`config.mk`:
```
export PLATFORM = sky130hd
export DESIGN_NAME = keyword_lexer_tokenizer_unit
export DESIGN_NICKNAME = d
export VERILOG_FILES = /design/src/hdl/klt_pkg.sv /design/src/hdl/keyword_lexer_tokenizer_unit.sv /design/src/hdl/klt_front.sv /design/src/hdl/klt_queue.sv /design/src/hdl/klt_back.sv
export SDC_FILE = /design/constraint.sdc
export NUM_CORES = 2
export LEC_CHECK = 0
export BUFFER_PORTS_ARGS = -buffer_cell sky130_fd_sc_hd__buf_2
export CAP_MARGIN = 20
export CORE_MARGIN = 2
export CORE_UTILIZATION = 63
export DETAILED_ROUTE_END_ITERATION = 10
export PLACE_DENSITY = 0.79
export SLEW_MARGIN = 20
export SYNTH_ARGS = -nofsm -noshare
export SYNTH_HDL_FRONTEND = slang
export SYNTH_SLANG_ARGS = --single-unit
```
`constraint.sdc`:
```
create_clock -name i_clk -period 32.8 [get_ports i_clk]
set_input_delay 3.28 -clock i_clk [delete_from_list [all_inputs] [get_ports i_clk]]
set_output_delay 3.28 -clock i_clk [all_outputs]
set_load 0.02 [all_outputs]
```
`src/hdl/klt_pkg.sv`:
```
`timescale 1ns / 1ps

package klt_pkg;

    localparam int POS_BITS_DEF     = 16;
    localparam int VALUE_BITS_DEF   = 32;
    localparam int PREFIX_CHARS_DEF = 7;

    localparam int KIND_W      = 5;
    localparam int MAX_RESULTS = 3;
    localparam int QUEUE_DEPTH = 4;

    localparam logic [KIND_W-1:0] K_ID     = 5'd0;
    localparam logic [KIND_W-1:0] K_NUMBER = 5'd1;
    localparam logic [KIND_W-1:0] K_KW0    = 5'd2;
    localparam logic [KIND_W-1:0] K_ASSIGN = 5'd12;
    localparam logic [KIND_W-1:0] K_EQ     = 5'd13;
    localparam logic [KIND_W-1:0] K_PUNCT0 = 5'd14;
    localparam logic [KIND_W-1:0] K_END    = 5'd26;
    localparam logic [KIND_W-1:0] K_ERROR  = 5'd27;

    localparam logic [7:0] CH_EQUALS     = 8'h3D;
    localparam logic [7:0] CH_UNDERSCORE = 8'h5F;

    localparam int NUM_KW = 10;
    localparam int KW_MAX = 7;

    localparam int KW_LEN [NUM_KW] = '{7, 3, 4, 2, 4, 5, 5, 5, 6, 6};

    localparam logic [7:0] KW_CHARS [NUM_KW][KW_MAX] = '{
        '{"d", "e", "c", "l", "a", "r", "e"},
        '{"i", "n", "t", 8'h00, 8'h00, 8'h00, 8'h00},
        '{"v", "o", "i", "d", 8'h00, 8'h00, 8'h00},
        '{"i", "f", 8'h00, 8'h00, 8'h00, 8'h00, 8'h00},
        '{"e", "l", "s", "e", 8'h00, 8'h00, 8'h00},
        '{"w", "h", "i", "l", "e", 8'h00, 8'h00},
        '{"p", "r", "i", "n", "t", 8'h00, 8'h00},
        '{"c", "l", "a", "s", "s", 8'h00, 8'h00},
        '{"m", "e", "t", "h", "o", "d", 8'h00},
        '{"r", "e", "t", "u", "r", "n", 8'h00}
    };

    localparam int NUM_PUNCT = 12;

    localparam logic [7:0] PUNCT_CHARS [NUM_PUNCT] = '{
        "+", "-", "*", "/", ".", ",", ":", ";", "(", ")", "{", "}"
    };

    typedef struct packed {
        logic full;
        logic empty;
    } t_q_stat;

    function automatic int bundle_bits(int pos_bits, int value_bits);
        return 2 + MAX_RESULTS * (KIND_W + 2 * pos_bits + value_bits);
    endfunction

endpackage

```
`src/hdl/keyword_lexer_tokenizer_unit.sv`:
```
`timescale 1ns / 1ps
// The first token of a character passes through the token queue and the registered
// output stage before it is valid. One character per cycle while the queue has room;
// a character's two or three tokens leave in turn via a four-entry token-bundle queue.
// Reset: synchronous active low; clears lexer state, position, queue and output valid.

module keyword_lexer_tokenizer_unit
    import klt_pkg::*;
#(
    parameter int POS_BITS     = POS_BITS_DEF,
    parameter int VALUE_BITS   = VALUE_BITS_DEF,
    parameter int PREFIX_CHARS = PREFIX_CHARS_DEF
) (
    input  logic                  i_clk,
    input  logic                  i_rst_n,
    input  logic                  i_valid,
    output logic                  o_stall,
    input  logic [7:0]            i_ch,
    input  logic                  i_has_char,
    input  logic                  i_end_of_source,
    output logic                  o_valid,
    input  logic                  i_stall,
    output logic [KIND_W-1:0]     o_kind,
    output logic [POS_BITS-1:0]   o_start_res,
    output logic [POS_BITS-1:0]   o_length,
    output logic [VALUE_BITS-1:0] o_value,
    output logic                  o_last
);

    localparam int BUNDLE_W = bundle_bits(POS_BITS, VALUE_BITS);

    t_q_stat             q_stat;
    logic                q_push;
    logic                q_pop;
    logic [BUNDLE_W-1:0] q_wr_data;
    logic [BUNDLE_W-1:0] q_rd_data;

    klt_front #(
        .POS_BITS     (POS_BITS),
        .VALUE_BITS   (VALUE_BITS),
        .PREFIX_CHARS (PREFIX_CHARS)
    ) u_front (
        .i_clk           (i_clk),
        .i_rst_n         (i_rst_n),
        .i_valid         (i_valid),
        .o_stall         (o_stall),
        .i_ch            (i_ch),
        .i_has_char      (i_has_char),
        .i_end_of_source (i_end_of_source),
        .i_q_stat        (q_stat),
        .o_push          (q_push),
        .o_bundle        (q_wr_data)
    );

    klt_queue #(
        .WIDTH (BUNDLE_W)
    ) u_queue (
        .i_clk   (i_clk),
        .i_rst_n (i_rst_n),
        .i_push  (q_push),
        .i_data  (q_wr_data),
        .i_pop   (q_pop),
        .o_data  (q_rd_data),
        .o_stat  (q_stat)
    );

    klt_back #(
        .POS_BITS   (POS_BITS),
        .VALUE_BITS (VALUE_BITS)
    ) u_back (
        .i_clk       (i_clk),
        .i_rst_n     (i_rst_n),
        .i_q_data    (q_rd_data),
        .i_q_stat    (q_stat),
        .o_pop       (q_pop),
        .o_valid     (o_valid),
        .i_stall     (i_stall),
        .o_kind      (o_kind),
        .o_start_res (o_start_res),
        .o_length    (o_length),
        .o_value     (o_value),
        .o_last      (o_last)
    );

endmodule

```
`src/hdl/klt_front.sv`:
```
`timescale 1ns / 1ps

module klt_front
    import klt_pkg::*;
#(
    parameter int POS_BITS     = POS_BITS_DEF,
    parameter int VALUE_BITS   = VALUE_BITS_DEF,
    parameter int PREFIX_CHARS = PREFIX_CHARS_DEF,
    localparam int BUNDLE_W    = bundle_bits(POS_BITS, VALUE_BITS)
) (
    input  logic                i_clk,
    input  logic                i_rst_n,
    input  logic                i_valid,
    output logic                o_stall,
    input  logic [7:0]          i_ch,
    input  logic                i_has_char,
    input  logic                i_end_of_source,
    input  t_q_stat             i_q_stat,
    output logic                o_push,
    output logic [BUNDLE_W-1:0] o_bundle
);

    localparam int PIDX_W = $clog2(PREFIX_CHARS);

    typedef enum logic [1:0] {
        MODE_IDLE,
        MODE_WORD,
        MODE_NUM
    } t_mode;

    typedef logic [7:0] t_prefix [PREFIX_CHARS];

    typedef struct packed {
        logic [KIND_W-1:0]     kind;
        logic [POS_BITS-1:0]   start;
        logic [POS_BITS-1:0]   len;
        logic [VALUE_BITS-1:0] value;
    } t_token;

    typedef struct packed {
        logic [1:0]                    count;
        t_token [MAX_RESULTS-1:0]      tok;
    } t_bundle;

    t_mode                 r_mode, n_mode;
    logic                  r_peq, n_peq;
    t_prefix               r_prefix, n_prefix;
    logic [POS_BITS-1:0]   r_len, n_len;
    logic [POS_BITS-1:0]   r_start, n_start;
    logic [POS_BITS-1:0]   r_pos, n_pos;
    logic [VALUE_BITS-1:0] r_acc, n_acc;
    logic                  r_halt, n_halt;

    t_bundle               n_bundle;
    logic                  v_done;
    logic                  v_digit;
    logic                  v_alpha;
    logic                  v_space;
    logic                  v_punct;
    logic [3:0]            v_pidx;
    logic                  accept;

    function automatic t_token f_tok(logic [KIND_W-1:0] kind, logic [POS_BITS-1:0] start,
                                     logic [POS_BITS-1:0] len, logic [VALUE_BITS-1:0] value);
        t_token t;
        t.kind  = kind;
        t.start = start;
        t.len   = len;
        t.value = value;
        return t;
    endfunction

    function automatic logic [POS_BITS-1:0] f_inc(logic [POS_BITS-1:0] v);
        return (&v) ? v : v + 1'b1;
    endfunction

    function automatic logic [VALUE_BITS-1:0] f_acc(logic [VALUE_BITS-1:0] acc,
                                                    logic [3:0] d);
        logic [VALUE_BITS+3:0] w;
        logic [VALUE_BITS+3:0] s;
        w = {4'b0000, acc};
        s = (w << 3) + (w << 1) + (VALUE_BITS + 4)'(d);
        return (s[VALUE_BITS+3:VALUE_BITS] != 4'b0000) ? '1 : s[VALUE_BITS-1:0];
    endfunction

    function automatic logic [KIND_W-1:0] f_word_kind(t_prefix p, logic [POS_BITS-1:0] len);
        logic [KIND_W-1:0] kind;
        logic              hit;
        kind = K_ID;
        for (int k = 0; k < NUM_KW; k++) begin
            hit = (len == POS_BITS'(KW_LEN[k]));
            for (int j = 0; j < KW_MAX; j++) begin
                if (j < KW_LEN[k] && p[j] != KW_CHARS[k][j]) begin
                    hit = 1'b0;
                end
            end
            if (hit) begin
                kind = K_KW0 + KIND_W'(k);
            end
        end
        return kind;
    endfunction

    assign accept   = i_valid & ~i_q_stat.full;
    assign o_stall  = i_q_stat.full;
    assign o_push   = accept & (n_bundle.count != 2'd0);
    assign o_bundle = n_bundle;

    always_comb begin
        v_digit = (i_ch >= "0") && (i_ch <= "9");
        v_alpha = ((i_ch >= "a") && (i_ch <= "z")) || ((i_ch >= "A") && (i_ch <= "Z"));
        v_space = (i_ch == " ") || ((i_ch >= 8'd9) && (i_ch <= 8'd13));
        v_punct = 1'b0;
        v_pidx  = '0;
        for (int k = 0; k < NUM_PUNCT; k++) begin
            if (i_ch == PUNCT_CHARS[k]) begin
                v_punct = 1'b1;
                v_pidx  = 4'(k);
            end
        end
    end

    always_comb begin
        n_mode   = r_mode;
        n_peq    = r_peq;
        n_prefix = r_prefix;
        n_len    = r_len;
        n_start  = r_start;
        n_pos    = r_pos;
        n_acc    = r_acc;
        n_halt   = r_halt;
        n_bundle = '0;
        v_done   = 1'b0;

        if (i_has_char) begin
            if (!r_halt) begin
                if (n_peq) begin
                    if (i_ch == CH_EQUALS) begin
                        n_bundle.tok[n_bundle.count] = f_tok(K_EQ, n_start, POS_BITS'(2), '0);
                        n_bundle.count = n_bundle.count + 2'd1;
                        v_done = 1'b1;
                    end else begin
                        n_bundle.tok[n_bundle.count] = f_tok(K_ASSIGN, n_start, POS_BITS'(1), '0);
                        n_bundle.count = n_bundle.count + 2'd1;
                        n_mode = MODE_IDLE;
                        n_len  = '0;
                        n_acc  = '0;
                    end
                    n_peq = 1'b0;
                end

                if (!v_done && n_mode == MODE_WORD) begin
                    if (v_alpha || v_digit || i_ch == CH_UNDERSCORE) begin
                        if (n_len < POS_BITS'(PREFIX_CHARS)) begin
                            n_prefix[n_len[PIDX_W-1:0]] = i_ch;
                        end
                        n_len  = f_inc(n_len);
                        v_done = 1'b1;
                    end else begin
                        n_bundle.tok[n_bundle.count] =
                            f_tok(f_word_kind(n_prefix, n_len), n_start, n_len, '0);
                        n_bundle.count = n_bundle.count + 2'd1;
                        n_mode = MODE_IDLE;
                        n_len  = '0;
                        n_acc  = '0;
                    end
                end else if (!v_done && n_mode == MODE_NUM) begin
                    if (v_digit) begin
                        n_acc  = f_acc(n_acc, i_ch[3:0]);
                        n_len  = f_inc(n_len);
                        v_done = 1'b1;
                    end else begin
                        n_bundle.tok[n_bundle.count] = f_tok(K_NUMBER, n_start, n_len, n_acc);
                        n_bundle.count = n_bundle.count + 2'd1;
                        n_mode = MODE_IDLE;
                        n_len  = '0;
                        n_acc  = '0;
                    end
                end

                if (!v_done) begin
                    if (v_space) begin
                        n_mode = n_mode;
                    end else if (v_alpha || i_ch == CH_UNDERSCORE) begin
                        n_mode      = MODE_WORD;
                        n_start     = n_pos;
                        n_prefix[0] = i_ch;
                        n_len       = POS_BITS'(1);
                    end else if (v_digit) begin
                        n_mode  = MODE_NUM;
                        n_start = n_pos;
                        n_len   = POS_BITS'(1);
                        n_acc   = VALUE_BITS'(i_ch[3:0]);
                    end else if (i_ch == CH_EQUALS) begin
                        n_peq   = 1'b1;
                        n_start = n_pos;
                    end else if (v_punct) begin
                        n_bundle.tok[n_bundle.count] =
                            f_tok(K_PUNCT0 + KIND_W'(v_pidx), n_pos, POS_BITS'(1), '0);
                        n_bundle.count = n_bundle.count + 2'd1;
                    end else begin
                        n_bundle.tok[n_bundle.count] = f_tok(K_ERROR, n_pos, POS_BITS'(1), '0);
                        n_bundle.count = n_bundle.count + 2'd1;
                        n_halt = 1'b1;
                    end
                end
            end
            n_pos = f_inc(n_pos);
        end

        if (i_end_of_source) begin
            if (!n_halt) begin
                if (n_peq) begin
                    n_bundle.tok[n_bundle.count] = f_tok(K_ASSIGN, n_start, POS_BITS'(1), '0);
                    n_bundle.count = n_bundle.count + 2'd1;
                end else if (n_mode == MODE_WORD) begin
                    n_bundle.tok[n_bundle.count] =
                        f_tok(f_word_kind(n_prefix, n_len), n_start, n_len, '0);
                    n_bundle.count = n_bundle.count + 2'd1;
                end else if (n_mode == MODE_NUM) begin
                    n_bundle.tok[n_bundle.count] = f_tok(K_NUMBER, n_start, n_len, n_acc);
                    n_bundle.count = n_bundle.count + 2'd1;
                end
            end
            n_bundle.tok[n_bundle.count] = f_tok(K_END, n_pos, '0, '0);
            n_bundle.count = n_bundle.count + 2'd1;
            n_mode  = MODE_IDLE;
            n_peq   = 1'b0;
            n_len   = '0;
            n_start = '0;
            n_pos   = '0;
            n_acc   = '0;
            n_halt  = 1'b0;
        end
    end

    always_ff @(posedge i_clk) begin
        if (!i_rst_n) begin
            r_mode  <= MODE_IDLE;
            r_peq   <= 1'b0;
            r_len   <= '0;
            r_start <= '0;
            r_pos   <= '0;
            r_acc   <= '0;
            r_halt  <= 1'b0;
        end else if (accept) begin
            r_mode  <= n_mode;
            r_peq   <= n_peq;
            r_len   <= n_len;
            r_start <= n_start;
            r_pos   <= n_pos;
            r_acc   <= n_acc;
            r_halt  <= n_halt;
        end
    end

    always_ff @(posedge i_clk) begin
        if (accept) begin
            r_prefix <= n_prefix;
        end
    end

endmodule

```
`src/hdl/klt_queue.sv`:
```
`timescale 1ns / 1ps

module klt_queue
    import klt_pkg::*;
#(
    parameter int WIDTH = bundle_bits(POS_BITS_DEF, VALUE_BITS_DEF)
) (
    input  logic             i_clk,
    input  logic             i_rst_n,
    input  logic             i_push,
    input  logic [WIDTH-1:0] i_data,
    input  logic             i_pop,
    output logic [WIDTH-1:0] o_data,
    output t_q_stat          o_stat
);

    localparam int PTR_W = $clog2(QUEUE_DEPTH);
    localparam int CNT_W = $clog2(QUEUE_DEPTH + 1);

    logic [WIDTH-1:0] r_mem [QUEUE_DEPTH];
    logic [PTR_W-1:0] r_wr_ptr, n_wr_ptr;
    logic [PTR_W-1:0] r_rd_ptr, n_rd_ptr;
    logic [CNT_W-1:0] r_count, n_count;

    assign o_data       = r_mem[r_rd_ptr];
    assign o_stat.full  = (r_count == CNT_W'(QUEUE_DEPTH));
    assign o_stat.empty = (r_count == '0);

    always_comb begin
        n_wr_ptr = r_wr_ptr;
        n_rd_ptr = r_rd_ptr;
        n_count  = r_count;
        if (i_push) begin
            n_wr_ptr = (r_wr_ptr == PTR_W'(QUEUE_DEPTH - 1)) ? '0 : r_wr_ptr + 1'b1;
        end
        if (i_pop) begin
            n_rd_ptr = (r_rd_ptr == PTR_W'(QUEUE_DEPTH - 1)) ? '0 : r_rd_ptr + 1'b1;
        end
        case ({i_push, i_pop})
            2'b10:   n_count = r_count + 1'b1;
            2'b01:   n_count = r_count - 1'b1;
            default: n_count = r_count;
        endcase
    end

    always_ff @(posedge i_clk) begin
        if (!i_rst_n) begin
            r_wr_ptr <= '0;
            r_rd_ptr <= '0;
            r_count  <= '0;
        end else begin
            r_wr_ptr <= n_wr_ptr;
            r_rd_ptr <= n_rd_ptr;
            r_count  <= n_count;
        end
    end

    always_ff @(posedge i_clk) begin
        if (i_push) begin
            r_mem[r_wr_ptr] <= i_data;
        end
    end

endmodule

```
`src/hdl/klt_back.sv`:
```
`timescale 1ns / 1ps

module klt_back
    import klt_pkg::*;
#(
    parameter int POS_BITS   = POS_BITS_DEF,
    parameter int VALUE_BITS = VALUE_BITS_DEF,
    localparam int BUNDLE_W  = bundle_bits(POS_BITS, VALUE_BITS)
) (
    input  logic                  i_clk,
    input  logic                  i_rst_n,
    input  logic [BUNDLE_W-1:0]   i_q_data,
    input  t_q_stat               i_q_stat,
    output logic                  o_pop,
    output logic                  o_valid,
    input  logic                  i_stall,
    output logic [KIND_W-1:0]     o_kind,
    output logic [POS_BITS-1:0]   o_start_res,
    output logic [POS_BITS-1:0]   o_length,
    output logic [VALUE_BITS-1:0] o_value,
    output logic                  o_last
);

    typedef struct packed {
        logic [KIND_W-1:0]     kind;
        logic [POS_BITS-1:0]   start;
        logic [POS_BITS-1:0]   len;
        logic [VALUE_BITS-1:0] value;
    } t_token;

    typedef struct packed {
        logic [1:0]               count;
        t_token [MAX_RESULTS-1:0] tok;
    } t_bundle;

    t_bundle    head;
    logic [1:0] r_idx, n_idx;
    logic       r_valid;
    t_token     r_tok;
    logic       r_last;
    logic       load;
    logic       at_last;

    assign head    = i_q_data;
    assign load    = ~i_q_stat.empty & (~r_valid | ~i_stall);
    assign at_last = (r_idx == head.count - 2'd1);
    assign o_pop   = load & at_last;
    assign n_idx   = at_last ? 2'd0 : r_idx + 2'd1;

    always_ff @(posedge i_clk) begin
        if (!i_rst_n) begin
            r_valid <= 1'b0;
            r_idx   <= 2'd0;
        end else if (load) begin
            r_valid <= 1'b1;
            r_idx   <= n_idx;
        end else if (!i_stall) begin
            r_valid <= 1'b0;
        end
    end

    always_ff @(posedge i_clk) begin
        if (load) begin
            r_tok  <= head.tok[r_idx];
            r_last <= at_last;
        end
    end

    assign o_valid     = r_valid;
    assign o_kind      = r_tok.kind;
    assign o_start_res = r_tok.start;
    assign o_length    = r_tok.len;
    assign o_value     = r_tok.value;
    assign o_last      = r_last;

endmodule

```
==> impl_metrics.py <==
metrics = {
    "synthesis": {
        "synthFlopType": "edfxtp_1",
        "synth_area_per_cell_um2": 13.4,
        "synthXorXnorAreaFrac_pct": 0.748,
        "synth_area_leaders": "edfxtp_1 (58%), mux4_2 (9.4%), dfxtp_1 (3.8%)",
        "synth_top_family_by_area": "multiplexers",
        "ys_seq_area_share_pct": 61.4,
        "synthSimpleGateAreaFrac_pct": 11.2,
        "ys_top_cells_by_count": "edfxtp_1 (962), nand2_1 (349), nor2_1 (285)",
        "synthCells": 3755,
        "synthArstFlopShare_pct": 0,
        "netlist_area_um2": 50200,
        "ys_types": 103,
        "syn_nets": 3858,
        "ys_warn_count": 0,
        "yosysTopAreaCellShare_pct": 57.6,
        "synth_top_area_cell": "edfxtp_1",
        "muxShareOfSynthArea_pct": 12.4,
        "synth_compound_area_share_pct": 9.63,
        "synth_most_common_cell": "edfxtp_1",
        "synthAdderAreaFrac_pct": 2.26,
        "synth-edff-count": 962,
        "synth-seq-cells": 1058,
    },
    "floorplanning": {
        "fp.dieW_um": 286,
        "pin_count": 86,
        "die_h_um": 286,
        "start_util_pct": 63.6,
        "die-area_um2": 82000,
        "rows": 103,
        "coreArea_um2": 78900,
    },
    "timing": {
        "worstMarginPinSlew_ns": 1.20,
        "fin_tns_setup_ns": 0,
        "finClkSkew_ns": 0.0563,
        "fmax_ghz": 0.0944,
        "min_period_over_period_pct": 32.3,
        "rsz0062_at_grt": "false",
        "slew_violations": 0,
        "setup_ws_ns": 22.21,
        "post-route-min-period_ns": 10.59,
        "hold_viol": 0,
        "relSlewSlack_pct": 20.3,
        "setup-violations-final": 0,
    },
    "detailed_routing": {
        "vias": 34289,
        "drtAntennaViolNets": 0,
        "firstDrtPassIters": 8,
        "drc": 0,
        "drtIter0Drc": 4963,
        "wirelength_um": 142000,
        "wl_per_cell_um": 29.1,
        "viasPerCell": 7.00,
    },
    "global_routing": {
        "grt_pass1_wl_um": 212000,
        "overflow": 0,
        "grt_antenna_before_repair": 5,
        "grt_max_degree": 155,
        "first_global_vias": 33449,
        "grt_usage_pct": 34.7,
    },
    "clocking": {
        "htreeDepth": 3,
        "clk_pin_slew_ns": 0.06,
        "cts_tree": "yes",
        "worstSkewPairLatency_ns": 0.70,
        "cts_buffers": 103,
        "cts_setup_buffers": 0,
        "cts_sinks": 1058,
        "root_buffer": "clkbuf_16",
        "clock_path_buffers": 3,
        "postCtsHoldBufs": 0,
        "cts.repair.resized": 0,
    },
    "finish": {
        "nFillCells": 5327,
        "drive_above_1_share_pct": 16.2,
        "multiInputGateArea_um2": 18200,
        "area_delta_synth_final_pct": 9.65,
        "seq_area_um2": 30800,
        "nNetsFinal": 3859,
        "fin_cells": 4898,
    },
    "place": {
        "gp_congestion": 1.02,
        "dp_slack_ns": 21.57,
        "detailed_place_hpwl_um": 89500,
        "dpl.cell_count": 4701,
        "port_buffers": 85,
    },
    "power_and_ir_drop": {
        "net-switching-power_uw": 974,
        "vdd_drop_max_mv": 0.0500,
        "pwr-share-comb_pct": 17.5,
        "power_density_nw_per_um2": 63.2,
        "switching_share_pct": 28.0,
        "p_clk_share_pct": 34.9,
        "totalPowerFinal_uw": 3480,
        "p_leak_uw": 0.0194,
        "seqPwrFrac_pct": 47.7,
        "internal_power_uw": 2510,
    },
    "setup_path": {
        "rrSetupSlack_ns": 25.47,
        "cp.required_ns": 33.08,
        "crit_path_end_kind": "flop",
        "reg2reg_to": "u_queue.r_mem[1][15]$_DFFE_PP_",
        "critPathMaxFanout": 68,
        "worstRegToRegCells": 16,
        "r2r_start": "u_front.r_peq$_SDFFE_PN0P_",
        "critPathKind": "input port to flop",
        "crit_start": "i_ch[1]",
        "critPathArrivalTime_ns": 10.88,
        "worstSetupStartpointType": "input port",
    },
    "min_path": {
        "hp-class": "flop to flop",
        "hp-start": "u_queue.r_rd_ptr[1]$_SDFFE_PN0P_",
        "min_path_cells": 2,
    },
    "flow_run": {
        "max-cap-violations": 0,
    },
    "status": {
        "outcome": "completed",
    },
}
==> placed cells by master (no fill, tap or decap), types with 54 or more instances in the layout <==
master / instances
nor3_1: 68
a22oi_1: 70
o21ai_0: 240
a21oi_1: 158
buf_2: 85
clkbuf_16: 104
inv_1: 59
nand3_1: 85
mux2i_1: 114
buf_4: 54
nor2_1: 283
edfxtp_1: 962
dfxtp_1: 93
and2_1: 69
ha_1: 86
mux4_2: 209
nand2_1: 348
==> routing by layer <==
layer  global-route usage (%)  part of all wire (%)  routed length [um]  vias up
li1                         -                     -                   -    14571
met1                     48.3                    38               53700    17047
met2                     53.5                    46               66100     2264
met3                     7.00                    11               15900      405
met4                     15.8                   4.7                6760        2
met5                        0                0.0091                  13        -
==> power groups by stage <==
stage,registers [uW],clock network [uW],logic (uW)
2_1_floorplan,1730,0,350
3_3_place_gp,1680,0,594
3_5_place_dp,1680,0,603
4_1_cts,1660,1220,610
5_1_grt,1670,1270,643
6_report,1660,1210,608
==> area by class of cell <==
type                       instances  share of cell area [%]
timing repair buffer             142                    1.60
sequential                      1058                    56.0
clock buffer                     135                    5.23
clock inverter                    60                    1.18
multi-input combinational       2387                    33.1
inverter                          64                   0.446
antenna                            2                 0.00909
tap                             1050                    2.39
==> critical path, cell delays in order <==
cell	delay, ns
buf_2	0.49
nand3b_1	0.22
a31o_4	0.31
o21ai_4	0.44
inv_2	0.32
ha_1	0.36
a221oi_1	0.54
inv_1	0.16
ha_1	0.31
a211o_1	0.33
ha_1	0.30
nand2_1	0.05
o21a_1	0.16
ha_1	0.30
mux2i_1	0.31
inv_1	0.10
a31oi_2	0.43
and2_4	0.62
buf_4	0.87
buf_4	0.83
==> registers in the layout, summed over array words and instances (netlist names), 5 cells and up, named ones only <==
register / cells
u_back.o_kind: 5
u_back.o_value: 32
u_front.r_start: 16
u_queue.r_mem: 836
u_front.r_len: 16
u_back.o_length: 16
u_back.o_start_res: 16
u_front.r_prefix: 56
u_front.r_pos: 16
u_front.r_acc: 32
==> metrics by stage <==
stage,cell area (um2),hold WS (ns),utilization (%)
6_report,55000,0.495,69.8
5_1_grt,55000,0.525,69.8
4_1_cts,55000,0.495,69.8
3_5_place_dp,51500,0.466,65.3
3_3_place_gp,51500,0.457,65.3
2_1_floorplan,50200,0.454,-
==> worst max path at each step <==
stage | endpoint | slack, ns | cells past startpoint
6_report | u_queue.r_mem[1][15]$_DFFE_PP_ | 22.21 | 20
5_1_grt | u_queue.r_mem[1][15]$_DFFE_PP_ | 21.81 | 20
4_1_cts | u_queue.r_mem[1][15]$_DFFE_PP_ | 22.27 | 20
3_5_place_dp | u_queue.r_mem[1][159]$_DFFE_PP_ | 21.57 | 20
3_3_place_gp | u_queue.r_mem[1][159]$_DFFE_PP_ | 21.74 | 20
2_1_floorplan | u_queue.r_mem[0][0]$_DFFE_PP_ | 19.98 | 20
==> logic make-up (layout without fill, tap and decap cells) <==
family / count (synthesis) / in the layout
AO/OA/AOI/OAI: 750 / 750
XOR/XNOR: 42 / 42
adder cells (fa/ha/maj): 89 / 89
buffers and inverters: 310 / 401
flip-flops: 1058 / 1058
multiplexers: 354 / 354
other: 0 / 2
AND/OR/NAND/NOR: 1152 / 1152
Note: power is estimated with default switching activity, not from simulation.
